<file path="src/hdl/sprx_pkg.sv">
package sprx_pkg;

  localparam int PacketMaxDefault   = 64;
  localparam int ChannelsMaxDefault = 16;

  localparam logic [7:0] SYNC_BYTE     = 8'hA4;
  localparam logic [7:0] STATUS_MASK   = 8'hFE;
  localparam logic [7:0] STATUS_OK_ALT = 8'h20;
  localparam logic [7:0] FLAG_BIT      = 8'h80;
  localparam logic [7:0] CRC_POLY_REFL = 8'h8C;

  typedef enum logic [2:0] {
    KIND_CHANNEL      = 3'd0,
    KIND_NO_CHANNELS  = 3'd1,
    KIND_CRC_ERROR    = 3'd2,
    KIND_STATUS_ERROR = 3'd3,
    KIND_OVERSIZE     = 3'd4
  } kind_t;

  typedef enum logic [1:0] {
    EV_NONE     = 2'd0,
    EV_SINGLE   = 2'd1,
    EV_CHANNELS = 2'd2
  } event_t;

  typedef enum logic [1:0] {
    SEL_FLAG = 2'd0,
    SEL_HI   = 2'd1,
    SEL_LO   = 2'd2
  } rd_sel_t;

  typedef enum logic [2:0] {
    S_IDLE,
    S_RD_FLAG,
    S_RD_HI,
    S_RD_LO,
    S_LOAD,
    S_OUT
  } state_t;

  typedef struct packed {
    logic    take_byte;
    logic    start_chan;
    rd_sel_t rd_sel;
    logic    cap_flag;
    logic    cap_hi;
    logic    load_rec;
    logic    next_chan;
  } cmd_t;

  typedef struct packed {
    event_t ev;
    logic   out_last;
  } status_t;

  function automatic logic [7:0] crc8_step(input logic [7:0] crc, input logic [7:0] data);
    logic [7:0] c;
    c = crc ^ data;
    for (int b = 0; b < 8; b++) begin
      if (c[0]) begin
        c = (c >> 1) ^ CRC_POLY_REFL;
      end else begin
        c = c >> 1;
      end
    end
    return c;
  endfunction

endpackage

</file>
<file path="src/hdl/servo_packet_receiver_crc8_top.sv">
// Channel  Direction  Handshake             Payload
// in       input      in_valid, in_ready    rx_byte
// out      output     out_valid, out_ready  kind, channel_index, channel_value,
//                                           channel_updated, good_total, bad_total, last
//
// A byte that gives no result is taken and the controller stays idle. A byte that gives one
// error or no-channel result loads the output register in that cycle, and in_ready returns the
// cycle after that beat is taken. A byte that ends a good packet with n channels starts a loop
// over its records, held by output stalls: each record reads three bytes through the single
// read port of the packet store (S_RD_FLAG, S_RD_HI, S_RD_LO), then S_LOAD, before its beat.
// Synchronous reset clears the controller, counters and the saved status byte.
module servo_packet_receiver_crc8_top
  import sprx_pkg::*;
#(
  parameter int PACKET_MAX   = PacketMaxDefault,
  parameter int CHANNELS_MAX = ChannelsMaxDefault
) (
  input  logic        clk,
  input  logic        rst,
  input  logic        in_valid,
  output logic        in_ready,
  input  logic [7:0]  rx_byte,
  output logic        out_valid,
  input  logic        out_ready,
  output logic [2:0]  kind,
  output logic [3:0]  channel_index,
  output logic [15:0] channel_value,
  output logic        channel_updated,
  output logic [31:0] good_total,
  output logic [31:0] bad_total,
  output logic        last
);

  cmd_t    cmd;
  status_t status;

  sprx_ctrl u_ctrl (
    .clk      (clk),
    .rst      (rst),
    .in_valid (in_valid),
    .in_ready (in_ready),
    .out_valid(out_valid),
    .out_ready(out_ready),
    .status   (status),
    .cmd      (cmd)
  );

  sprx_datapath #(
    .PACKET_MAX  (PACKET_MAX),
    .CHANNELS_MAX(CHANNELS_MAX)
  ) u_datapath (
    .clk            (clk),
    .rst            (rst),
    .cmd            (cmd),
    .status         (status),
    .rx_byte        (rx_byte),
    .kind           (kind),
    .channel_index  (channel_index),
    .channel_value  (channel_value),
    .channel_updated(channel_updated),
    .good_total     (good_total),
    .bad_total      (bad_total),
    .last           (last)
  );

`ifndef SYNTH
  a_no_overlap: assert property (@(posedge clk) disable iff (rst)
    !(in_ready && out_valid))
    else $error("Input taken while a result beat is pending.");

  a_more_records: assert property (@(posedge clk) disable iff (rst)
    out_valid && out_ready && !last |=> !in_ready)
    else $error("Input reopened before the last record of a packet.");

  a_error_fields: assert property (@(posedge clk) disable iff (rst)
    out_valid && (kind != KIND_CHANNEL) |->
      last && (channel_value == 16'd0) && !channel_updated && (channel_index == 4'd0))
    else $error("Non-record result carries channel fields.");

  a_count_step: assert property (@(posedge clk) disable iff (rst)
    in_valid && in_ready && (status.ev == EV_SINGLE) |=>
      ((good_total != $past(good_total)) != (bad_total != $past(bad_total))))
    else $error("Single result did not move exactly one packet counter.");
`endif

endmodule

</file>
<file path="src/hdl/sprx_ram.sv">
module sprx_ram #(
  parameter int WIDTH = 8,
  parameter int DEPTH = 64
) (
  input  logic                     clk,
  input  logic                     we,
  input  logic [$clog2(DEPTH)-1:0] waddr,
  input  logic [WIDTH-1:0]         wdata,
  input  logic [$clog2(DEPTH)-1:0] raddr,
  output logic [WIDTH-1:0]         rdata
);

  logic [WIDTH-1:0] mem [DEPTH];

  always_ff @(posedge clk) begin
    if (we) begin
      mem[waddr] <= wdata;
    end
    rdata <= mem[raddr];
  end

endmodule

</file>
<file path="src/hdl/sprx_ctrl.sv">
module sprx_ctrl
  import sprx_pkg::*;
(
  input  logic    clk,
  input  logic    rst,
  input  logic    in_valid,
  output logic    in_ready,
  output logic    out_valid,
  input  logic    out_ready,
  input  status_t status,
  output cmd_t    cmd
);

  state_t state;
  state_t state_next;

  always_ff @(posedge clk) begin
    if (rst) begin
      state <= S_IDLE;
    end else begin
      state <= state_next;
    end
  end

  always_comb begin
    state_next = state;
    unique case (state)
      S_IDLE: begin
        if (in_valid) begin
          unique case (status.ev)
            EV_SINGLE:   state_next = S_OUT;
            EV_CHANNELS: state_next = S_RD_FLAG;
            default:     state_next = S_IDLE;
          endcase
        end
      end
      S_RD_FLAG: state_next = S_RD_HI;
      S_RD_HI:   state_next = S_RD_LO;
      S_RD_LO:   state_next = S_LOAD;
      S_LOAD:    state_next = S_OUT;
      S_OUT: begin
        if (out_ready) begin
          state_next = status.out_last ? S_IDLE : S_RD_FLAG;
        end
      end
      default: state_next = S_IDLE;
    endcase
  end

  always_comb begin
    in_ready       = 1'b0;
    out_valid      = 1'b0;
    cmd            = '0;
    cmd.rd_sel     = SEL_FLAG;
    unique case (state)
      S_IDLE: begin
        in_ready       = 1'b1;
        cmd.take_byte  = in_valid;
        cmd.start_chan = in_valid && (status.ev == EV_CHANNELS);
      end
      S_RD_FLAG: cmd.rd_sel = SEL_FLAG;
      S_RD_HI: begin
        cmd.rd_sel   = SEL_HI;
        cmd.cap_flag = 1'b1;
      end
      S_RD_LO: begin
        cmd.rd_sel = SEL_LO;
        cmd.cap_hi = 1'b1;
      end
      S_LOAD: cmd.load_rec = 1'b1;
      S_OUT: begin
        out_valid     = 1'b1;
        cmd.next_chan = out_ready && !status.out_last;
      end
      default: ;
    endcase
  end

endmodule

</file>
<file path="src/hdl/sprx_datapath.sv">
module sprx_datapath
  import sprx_pkg::*;
#(
  parameter int PACKET_MAX   = PacketMaxDefault,
  parameter int CHANNELS_MAX = ChannelsMaxDefault
) (
  input  logic        clk,
  input  logic        rst,
  input  cmd_t        cmd,
  output status_t     status,
  input  logic [7:0]  rx_byte,
  output logic [2:0]  kind,
  output logic [3:0]  channel_index,
  output logic [15:0] channel_value,
  output logic        channel_updated,
  output logic [31:0] good_total,
  output logic [31:0] bad_total,
  output logic        last
);

  localparam int AW = $clog2(PACKET_MAX);
  localparam int BW = $clog2(PACKET_MAX + 1);
  localparam int CW = $clog2(CHANNELS_MAX + 1);

  logic          hunting;
  logic [BW-1:0] byte_count;
  logic [7:0]    len;
  logic [7:0]    crc;
  logic [7:0]    status_byte;
  logic [31:0]   good_count;
  logic [31:0]   bad_count;
  logic [CW-1:0] chan_n;
  logic [CW-1:0] chan_k;
  logic          flag_clear;
  logic [7:0]    value_hi;
  kind_t         out_kind;
  logic [3:0]    out_index;
  logic [15:0]   out_value;
  logic          out_updated;
  logic          out_last;

  logic          pos_over;
  logic          at_len;
  logic          at_end;
  logic          oversize_len;
  logic [7:0]    crc_next;
  logic [7:0]    status_now;
  logic          status_ok;
  logic [5:0]    n_raw;
  logic [CW-1:0] n_clamped;
  logic          err;
  logic          good;
  kind_t         err_kind;
  event_t        ev;
  logic          last_chan;
  logic          mem_we;
  logic [AW-1:0] mem_waddr;
  logic [AW:0]   raddr_wide;
  logic [7:0]    rd_data;

  assign pos_over     = byte_count >= BW'(PACKET_MAX);
  assign at_len       = byte_count == BW'(1);
  assign at_end       = 9'(byte_count) == (9'(len) + 9'd2);
  assign oversize_len = (9'(rx_byte) + 9'd3) > 9'(PACKET_MAX);
  assign crc_next     = crc8_step(crc, rx_byte);
  assign status_now   = (byte_count == BW'(3)) ? rx_byte : status_byte;
  assign status_ok    = ((status_now & STATUS_MASK) == 8'h00) ||
                        ((status_now & STATUS_MASK) == STATUS_OK_ALT);
  assign n_raw        = (len >= 8'd4) ? 6'((len - 8'd4) >> 2) : 6'd0;
  assign n_clamped    = (8'(n_raw) > 8'(CHANNELS_MAX)) ? CW'(CHANNELS_MAX) : CW'(n_raw);
  assign last_chan    = ((CW + 1)'(chan_k) + (CW + 1)'(1)) == (CW + 1)'(chan_n);

  always_comb begin
    err      = 1'b0;
    good     = 1'b0;
    err_kind = KIND_OVERSIZE;
    ev       = EV_NONE;
    if (!hunting) begin
      if (pos_over) begin
        err = 1'b1;
      end else if (at_len) begin
        err = oversize_len;
      end else if (at_end) begin
        if (crc != rx_byte) begin
          err      = 1'b1;
          err_kind = KIND_CRC_ERROR;
        end else if (!status_ok) begin
          err      = 1'b1;
          err_kind = KIND_STATUS_ERROR;
        end else begin
          good = 1'b1;
        end
      end
    end
    if (err || (good && (n_clamped == '0))) begin
      ev = EV_SINGLE;
    end else if (good) begin
      ev = EV_CHANNELS;
    end
  end

  assign mem_we     = cmd.take_byte && (hunting ? (rx_byte == SYNC_BYTE) : !pos_over);
  assign mem_waddr  = hunting ? '0 : byte_count[AW-1:0];
  assign raddr_wide = (AW + 1)'({chan_k, 2'b00}) + (AW + 1)'(5) + (AW + 1)'(cmd.rd_sel);

  sprx_ram #(
    .WIDTH(8),
    .DEPTH(PACKET_MAX)
  ) u_store (
    .clk  (clk),
    .we   (mem_we),
    .waddr(mem_waddr),
    .wdata(rx_byte),
    .raddr(raddr_wide[AW-1:0]),
    .rdata(rd_data)
  );

  always_ff @(posedge clk) begin
    if (rst) begin
      hunting     <= 1'b1;
      byte_count  <= '0;
      crc         <= '0;
      status_byte <= '0;
      good_count  <= '0;
      bad_count   <= '0;
      chan_k      <= '0;
    end else begin
      if (cmd.take_byte) begin
        if (hunting) begin
          if (rx_byte == SYNC_BYTE) begin
            crc        <= crc8_step(8'h00, rx_byte);
            byte_count <= BW'(1);
            hunting    <= 1'b0;
          end
        end else if (!pos_over) begin
          byte_count <= byte_count + BW'(1);
          if (!at_end) begin
            crc <= crc_next;
          end
          if (byte_count == BW'(3)) begin
            status_byte <= rx_byte;
          end
        end
        if (err) begin
          bad_count <= bad_count + 32'd1;
          hunting   <= 1'b1;
        end
        if (good) begin
          good_count <= good_count + 32'd1;
          hunting    <= 1'b1;
        end
      end
      if (cmd.start_chan) begin
        chan_k <= '0;
      end else if (cmd.next_chan) begin
        chan_k <= chan_k + CW'(1);
      end
    end
  end

  always_ff @(posedge clk) begin
    if (cmd.take_byte && !hunting && !pos_over && at_len) begin
      len <= rx_byte;
    end
    if (cmd.take_byte && good) begin
      chan_n <= n_clamped;
    end
    if (cmd.cap_flag) begin
      flag_clear <= (rd_data & FLAG_BIT) == 8'h00;
    end
    if (cmd.cap_hi) begin
      value_hi <= rd_data;
    end
    if (cmd.take_byte && (ev == EV_SINGLE)) begin
      out_kind    <= err ? err_kind : KIND_NO_CHANNELS;
      out_index   <= '0;
      out_value   <= '0;
      out_updated <= 1'b0;
      out_last    <= 1'b1;
    end else if (cmd.load_rec) begin
      out_kind    <= KIND_CHANNEL;
      out_index   <= 4'(chan_k);
      out_value   <= {value_hi, rd_data};
      out_updated <= flag_clear;
      out_last    <= last_chan;
    end
  end

  assign status.ev       = ev;
  assign status.out_last = out_last;

  assign kind            = out_kind;
  assign channel_index   = out_index;
  assign channel_value   = out_value;
  assign channel_updated = out_updated;
  assign good_total      = good_count;
  assign bad_total       = bad_count;
  assign last            = out_last;

endmodule
</file>
<file path="config.mk">
export PLATFORM = sky130hd
export DESIGN_NAME = servo_packet_receiver_crc8_top
export DESIGN_NICKNAME = d
export VERILOG_FILES = /design/src/hdl/sprx_pkg.sv /design/src/hdl/servo_packet_receiver_crc8_top.sv /design/src/hdl/sprx_ram.sv /design/src/hdl/sprx_ctrl.sv /design/src/hdl/sprx_datapath.sv
export SDC_FILE = /design/constraint.sdc
export NUM_CORES = 1
export LEC_CHECK = 0
export ABC_AREA = 1
export BUFFER_PORTS_ARGS = -buffer_cell sky130_fd_sc_hd__buf_2
export CORE_ASPECT_RATIO = 1.1
export CORE_MARGIN = 2
export CORE_UTILIZATION = 40
export CTS_BUF_LIST = sky130_fd_sc_hd__clkbuf_8
export CTS_CLUSTER_SIZE = 8
export DETAILED_ROUTE_END_ITERATION = 8
export GPL_TIMING_DRIVEN = 1
export SLEW_MARGIN = 40
export SYNTH_ARGS = -nofsm -noshare
export SYNTH_HDL_FRONTEND = slang
export SYNTH_SLANG_ARGS = --single-unit
</file>
<file path="constraint.sdc">
create_clock -name clk -period 3.4 [get_ports clk]
set_input_delay 0.34 -clock clk [delete_from_list [all_inputs] [get_ports clk]]
set_output_delay 0.34 -clock clk [all_outputs]
set_load 0.01 [all_outputs]
</file>
==> results of run 1 <==
layer usage:
| layer | vias up | track usage (%) |
|---|---|---|
| li1 | 9706 | - |
| met1 | 9998 | 26.7 |
| met2 | 780 | 34.1 |
| met3 | 156 | 3.36 |
| met4 | 0 | 8.95 |
| met5 | - | 0 |
critical path, delay by kind of cell, from the launching register on:
kind,cells,cell delay [ns]
buf+inv,3,0.57
simple gates,9,1.19
compound gates,2,0.26
fa+ha+maj,1,0.19
flops,1,0.48
stage by stage:
step,power (mW),instances,utilization (%)
6_report,15.8,3785,46.0
5_1_grt,16.3,3785,46.0
4_1_cts,15.9,3784,46.0
3_5_place_dp,9.87,3600,43.4
3_3_place_gp,9.84,3600,43.4
2_1_floorplan,9.50,2593,-
path summary, 6_finish.rpt:
| kind | to | from | depth (start not counted) | slack (ns) |
|---|---|---|---|---|
| worst max-delay path | u_datapath.channel_value[4]$_SDFFE_PP0P_ | u_datapath.len[3]$_DFFE_PP_ | 15 | 0.51 |
| worst min-delay path | u_ctrl.state[0]$_SDFFE_PP0P_ | in_valid | 5 | 0.12 |
| worst max register to register | u_datapath.channel_value[4]$_SDFFE_PP0P_ | u_datapath.len[3]$_DFFE_PP_ | 15 | 0.51 |
| worst min register to register | u_datapath.value_hi[2]$_DFFE_PP_ | u_datapath.u_store.rdata[2]$_DFF_P_ | 0 | 0.43 |
cell type report:
type,instances,area [sq um]
clock buffer,109,1500
sequential,661,18600
multi-input combinational,1664,8780
timing repair buffer,215,1470
fill,6421,38000
tap,936,1170
inverter,125,478
clock inverter,74,343
antenna,1,2.50
registers in the layout, indices dropped and copies added, names as in the netlist:
register                    flops
u_datapath.hunting              1
u_datapath.value_hi             8
u_datapath.chan_n               5
u_datapath.len                  8
u_datapath.channel_value       16
u_datapath.flag_clear           1
u_datapath.byte_count           7
u_datapath.good_total          32
u_datapath.channel_updated      1
u_datapath.u_store.mem        512
u_datapath.channel_index        4
u_datapath.last                 1
u_ctrl.state                    3
u_datapath.crc                  8
u_datapath.bad_total           32
u_datapath.status_byte          6
u_datapath.kind                 3
u_datapath.chan_k               5
u_datapath.u_store.rdata        8
logic make-up (layout without fill, tap and decap cells):
logic type / count (synthesis) / in the layout / synth area share [%]
compound gates: 604 / 604 / 12.6
xor+xnor: 87 / 87 / 2.76
fa+ha+maj: 13 / 13 / 0.572
buf+inv: 268 / 523 / 3.75
flops: 661 / 661 / 65.5
other cells: 0 / 1 / 0
simple gates: 960 / 960 / 14.9
placed cells by master, fill, tap and decap left out, types with 17 or more instances in the layout:
cell / synthesis / routed
a21oi_1: 93 / 93
o22ai_1: 65 / 65
clkinv_1: 2 / 17
inv_1: 112 / 156
nor2_1: 430 / 430
xnor2_1: 26 / 26
xor2_1: 58 / 58
o211ai_1: 65 / 65
nor3_1: 35 / 33
clkbuf_8: 0 / 109
o221ai_1: 64 / 64
dfxtp_1: 124 / 124
nand2_1: 278 / 277
nand3_1: 123 / 123
buf_2: 9 / 102
o21ai_0: 293 / 293
edfxtp_1: 537 / 537
nand4_1: 37 / 37
buf_4: 2 / 103
power by group:
group,internal (mW),switching [mW]
clock,3.02,3.03
combinational,0.256,0.509
sequential,8.87,0.0718
==> impl_metrics.yaml, run 1 <==
yosys:
  netlist_instances: 2593
  synthArstFlopShare_pct: 0
  synth_area_leaders: "edfxtp_1 57%, dfxtp_1 8.7%, nor2_1 5.7%, o21ai_0 5.2%, nand2_1 3.7%"
  ys_ff_latch: 661
  synth_cell_types: 51
  synth.yosys.seq_area_share_pct: 65.5
  ys_top_cells_by_count: "537 x edfxtp_1, 430 x nor2_1, 293 x o21ai_0"
  syn-num-nets: 2618
  syn_avg_cell_area_sq_um: 11.0
  synth_largest_area_cell: "edfxtp_1"
  synth-edff-count: 537
  synth_top_area_share_pct: 56.7
  yosys_warnings: 0
  synth_area_sq_um: 28400
  synth_ff_type: "edfxtp_1"
  yosysMostFrequentCell: "edfxtp_1"
clocking:
  clkSinkCount: 661
  tritoncts: "yes"
  post_cts_resized: 0
  clock_tree.buffer_depth: 3
  hold_buffers: 1
  path_clk_slew_ns: 0.07
  h-tree-depth: 3
  numCtsBuffers: 104
  post-cts-setup-buffer-count: 0
  root_buffer: "clkbuf_8"
  insertion_delay_ns: 0.72
detailed_routing:
  drt-met1-wl_mm: 31.7
  drtAntennaViolNets: 0
  avgViaCountPerCell: 5.45
  wl_mm: 76.2
  top_layer: "met4"
  drc: 0
  first_iter_violations: 1723
  routedWlPerCell_microns: 20.1
  drt_first_pass_iters: 5
  wl_met2_mm: 36.8
  num_vias: 20640
  wl_met3_mm: 4.85
sta:
  fmax_mhz: 346
  skew_ns: 0.0360
  period_share_pct: 84.9
  drv_slew: 0
  finalCriticalPeriod_ns: 2.89
  finalHoldViolCount: 0
  finalSetupViolCount: 0
  rsz0062_at_grt: "no"
  slew-limit-headroom_pct: 43.9
  fin_ws_ns: 0.514
  fin_tns_setup_ns: 0
  hold-worst-slack_ns: 0.116
  tightest_slew_ns: 0.838
die:
  die_h_microns: 284
  die_x_microns: 258
  start_util_pct: 40.4
  dieArea_sq_um: 73200
  core_area_sq_um: 70300
  rows: 102
  num_io_pins: 103
power:
  p_leak_nw: 11.3
  ir_worst_vdd_mv: 0.262
  power_per_cell_area_nw_per_um2: 487
placed_design:
  dp_hpwl_mm: 47.5
  portBuffers: 102
  placedInstanceArea_sq_um: 30500
  place.gp.congestion: 0.918
  place_ws_ns: 0.527
critical_path:
  startpoint_type: "register"
  slowest_delay_ns: 0.48
  cp_data_arrival_time_ns: 3.45
  slowest_stage: "edfxtp_1"
  critPathCaptureType: "register"
  crit_type: "register to register"
  crit_chain: "inv_1 -> ha_1 -> inv_1 -> nor2_1 -> nand2_1 -> nor2_1 -> nand2_1 -> o21ai_0 -> nand2_1 -> nor3_1 -> nand3_1 -> nand2_2 -> nand2_2 -> inv_2 -> a21oi_1"
  path_common_cell: "nand2_1"
  critPathMaxFanout: 21
  crit_required_ns: 3.96
cells_and_area:
  drive_gt1_share_pct: 13.9
  final_cell_area_sq_um: 32400
  final_net_count: 2796
  area_delta_synth_final_pct: 13.8
global_routing:
  grt_remaining_overflow: 0
  grt_pass1_vias: 20484
  antenna_found_initial: 2
  grt_max_degree: 177
  grt_pass1_wl_mm: 118
  grt_usage_pct: 20.6
run_status:
  status: "complete, no violations"
run:
  drv_cap: 0
hold_path:
  hold_class: "input pin to register"
(Power assumes the default switching activity.)
==> run 2: changes to the inputs <==
Clock period 3.4 ns to 2.8 ns, I/O delays scaled along.
==> run 2 against run 1 <==
- highest routed layer unchanged
- register-to-register slack lost 0.33 ns
- critical path type unchanged
- sequential cell count unchanged
- utilization rose by 0.71 points
- combinational power grew 27%
==> impl_metrics.yaml, run 2 (synthesized netlist as in run 1, its figures left out) <==
sta:
  finalHoldViolCount: 0
  finalSetupViolCount: 0
  rsz0062_at_grt: "no"
  tightest_slew_ns: 0.801
  fin_ws_ns: 0.186
  skew_ns: 0.0257
  slew-limit-headroom_pct: 46.6
  drv_slew: 0
  fmax_mhz: 382
  period_share_pct: 93.4
  finalCriticalPeriod_ns: 2.61
  hold-worst-slack_ns: 0.0359
cells_and_area:
  drive_gt1_share_pct: 15.4
  regArea_sq_um: 18600
  top_register: "u_datapath.u_store.mem"
  fillers: 6471
  stdcell_count: 3835
  area_delta_synth_final_pct: 15.6
  largest_reg_flops: 512
  final_common_cell: "edfxtp_1"
  final_net_count: 2838
  mostFrequentLayoutCells: "537 x edfxtp_1, 429 x nor2_1, 293 x o21ai_0"
  multiInputGateArea_sq_um: 8800
clocking:
  h-tree-depth: 3
  path_clk_slew_ns: 0.07
  tritoncts: "yes"
  clock_tree.buffer_depth: 3
  numCtsBuffers: 106
  root_buffer: "clkbuf_8"
  clkSinkCount: 661
  insertion_delay_ns: 0.72
placed_design:
  place_ws_ns: -0.0365
  portBuffers: 102
  place.gp.congestion: 0.934
  dp_hpwl_mm: 50.2
  dp_cells: 3635
global_routing:
  grt_usage_pct: 21.3
  antenna_found_initial: 1
  grt_pass1_vias: 20538
  grt_max_degree: 112
  grt_remaining_overflow: 0
  grt_pass1_wl_mm: 121
power:
  power_per_cell_area_nw_per_um2: 591
  p_leak_nw: 11.5
  ir_worst_vdd_mv: 0.329
  power_mw: 19.4
die:
  num_io_pins: 103
  rows: 102
  die_h_microns: 284
  core_area_sq_um: 70300
  die_x_microns: 258
  dieArea_sq_um: 73200
  start_util_pct: 40.4
detailed_routing:
  num_vias: 20790
  routedWlPerCell_microns: 20.5
  avgViaCountPerCell: 5.42
  drtAntennaViolNets: 0
  first_iter_violations: 1780
  drc: 0
  wl_mm: 78.6
  drt_first_pass_iters: 5
critical_path:
  critPathMaxFanout: 7
  startpoint_type: "register"
  crit_required_ns: 3.21
  crit_type: "register to register"
  path_common_cell: "nand2_2"
  slowest_delay_ns: 0.48
  r2r_slack_ns: 0.19
  cp_data_arrival_time_ns: 3.03
  crit_buf_inv: 1
  critPathCaptureType: "register"
  slowest_stage: "dfxtp_1"
  crit_chain: "ha_1 -> inv_1 -> nor2_8 -> nand3_1 -> nand2_1 -> nand2_2 -> nor2_4 -> nand3_1 -> nor2_1 -> nand3_1 -> nand2_2 -> nand2_2 -> nand2_2"
  cp_top_family: "simple AND/OR/NAND/NOR gates"
hold_path:
  hold_class: "input pin to register"
run_status:
  status: "complete, no violations"
run:
  drv_cap: 0
run 2: final timing paths:
check	cells after the start	startpoint	end
hold / removal	2	rx_byte[5]	u_datapath.len[5]$_DFFE_PP_
setup reg to reg	13	u_datapath.byte_count[1]$_SDFFE_PP0P_	u_datapath.kind[2]$_SDFFCE_PN0P_
hold reg to reg	2	u_datapath.channel_value[8]$_SDFFE_PP0P_	u_datapath.channel_value[8]$_SDFFE_PP0P_
setup / recovery	13	u_datapath.byte_count[1]$_SDFFE_PP0P_	u_datapath.kind[2]$_SDFFCE_PN0P_
run 2: power breakdown:
group / internal [mW] / switching, mW / leakage (nW)
Clock: 3.81 / 3.81 / 1.17
Combinational: 0.331 / 0.639 / 4.54
Sequential: 10.8 / 0.0808 / 5.84
run 2: routing by layer:
metal  track usage, %  vias up  part of all wire (%)
met1             27.3    10095                    41
li1                 -     9806                     -
met2             35.4      736                    49
met3             3.51      153                   6.4
met4             9.39        0                   3.7
met5                0        -                     0
run 2: metrics by stage:
step	setup TNS (ns)	util, %	cell area [sq um]
after floorplan	0	-	28400
after global placement	0	43.8	30800
after detailed placement	-0.0365	43.8	30800
after CTS	0	46.7	32800
after global routing	0	46.7	32900
final	0	46.7	32900
run 2: repair_timing:
action,in CTS,in global routing
buffers inserted,2,0
cloned,0,0
hold buffers,4,0
hold endpoints to repair,9,0
gates resized for setup,0,7
pin swaps,0,1
endpoints found under the setup margin,1,32
run 2: layout make-up:
type / count / share of cell area, %
Tap cell: 936 / 3.56
Clock inverter: 77 / 1.05
Sequential cell: 661 / 56.6
Clock buffer: 116 / 4.86
Timing Repair Buffer: 255 / 5.66
Antenna cell: 1 / 0.00761
Multi-Input combinational cell: 1664 / 26.8
Inverter: 125 / 1.46
run 2: worst reg2reg max path, delay by kind of cell, from the launching register on:
kind | cells | cell delay (ns)
simple gates | 11 | 1.49
fa+ha+maj | 1 | 0.23
buf+inv | 1 | 0.12
flops | 1 | 0.48
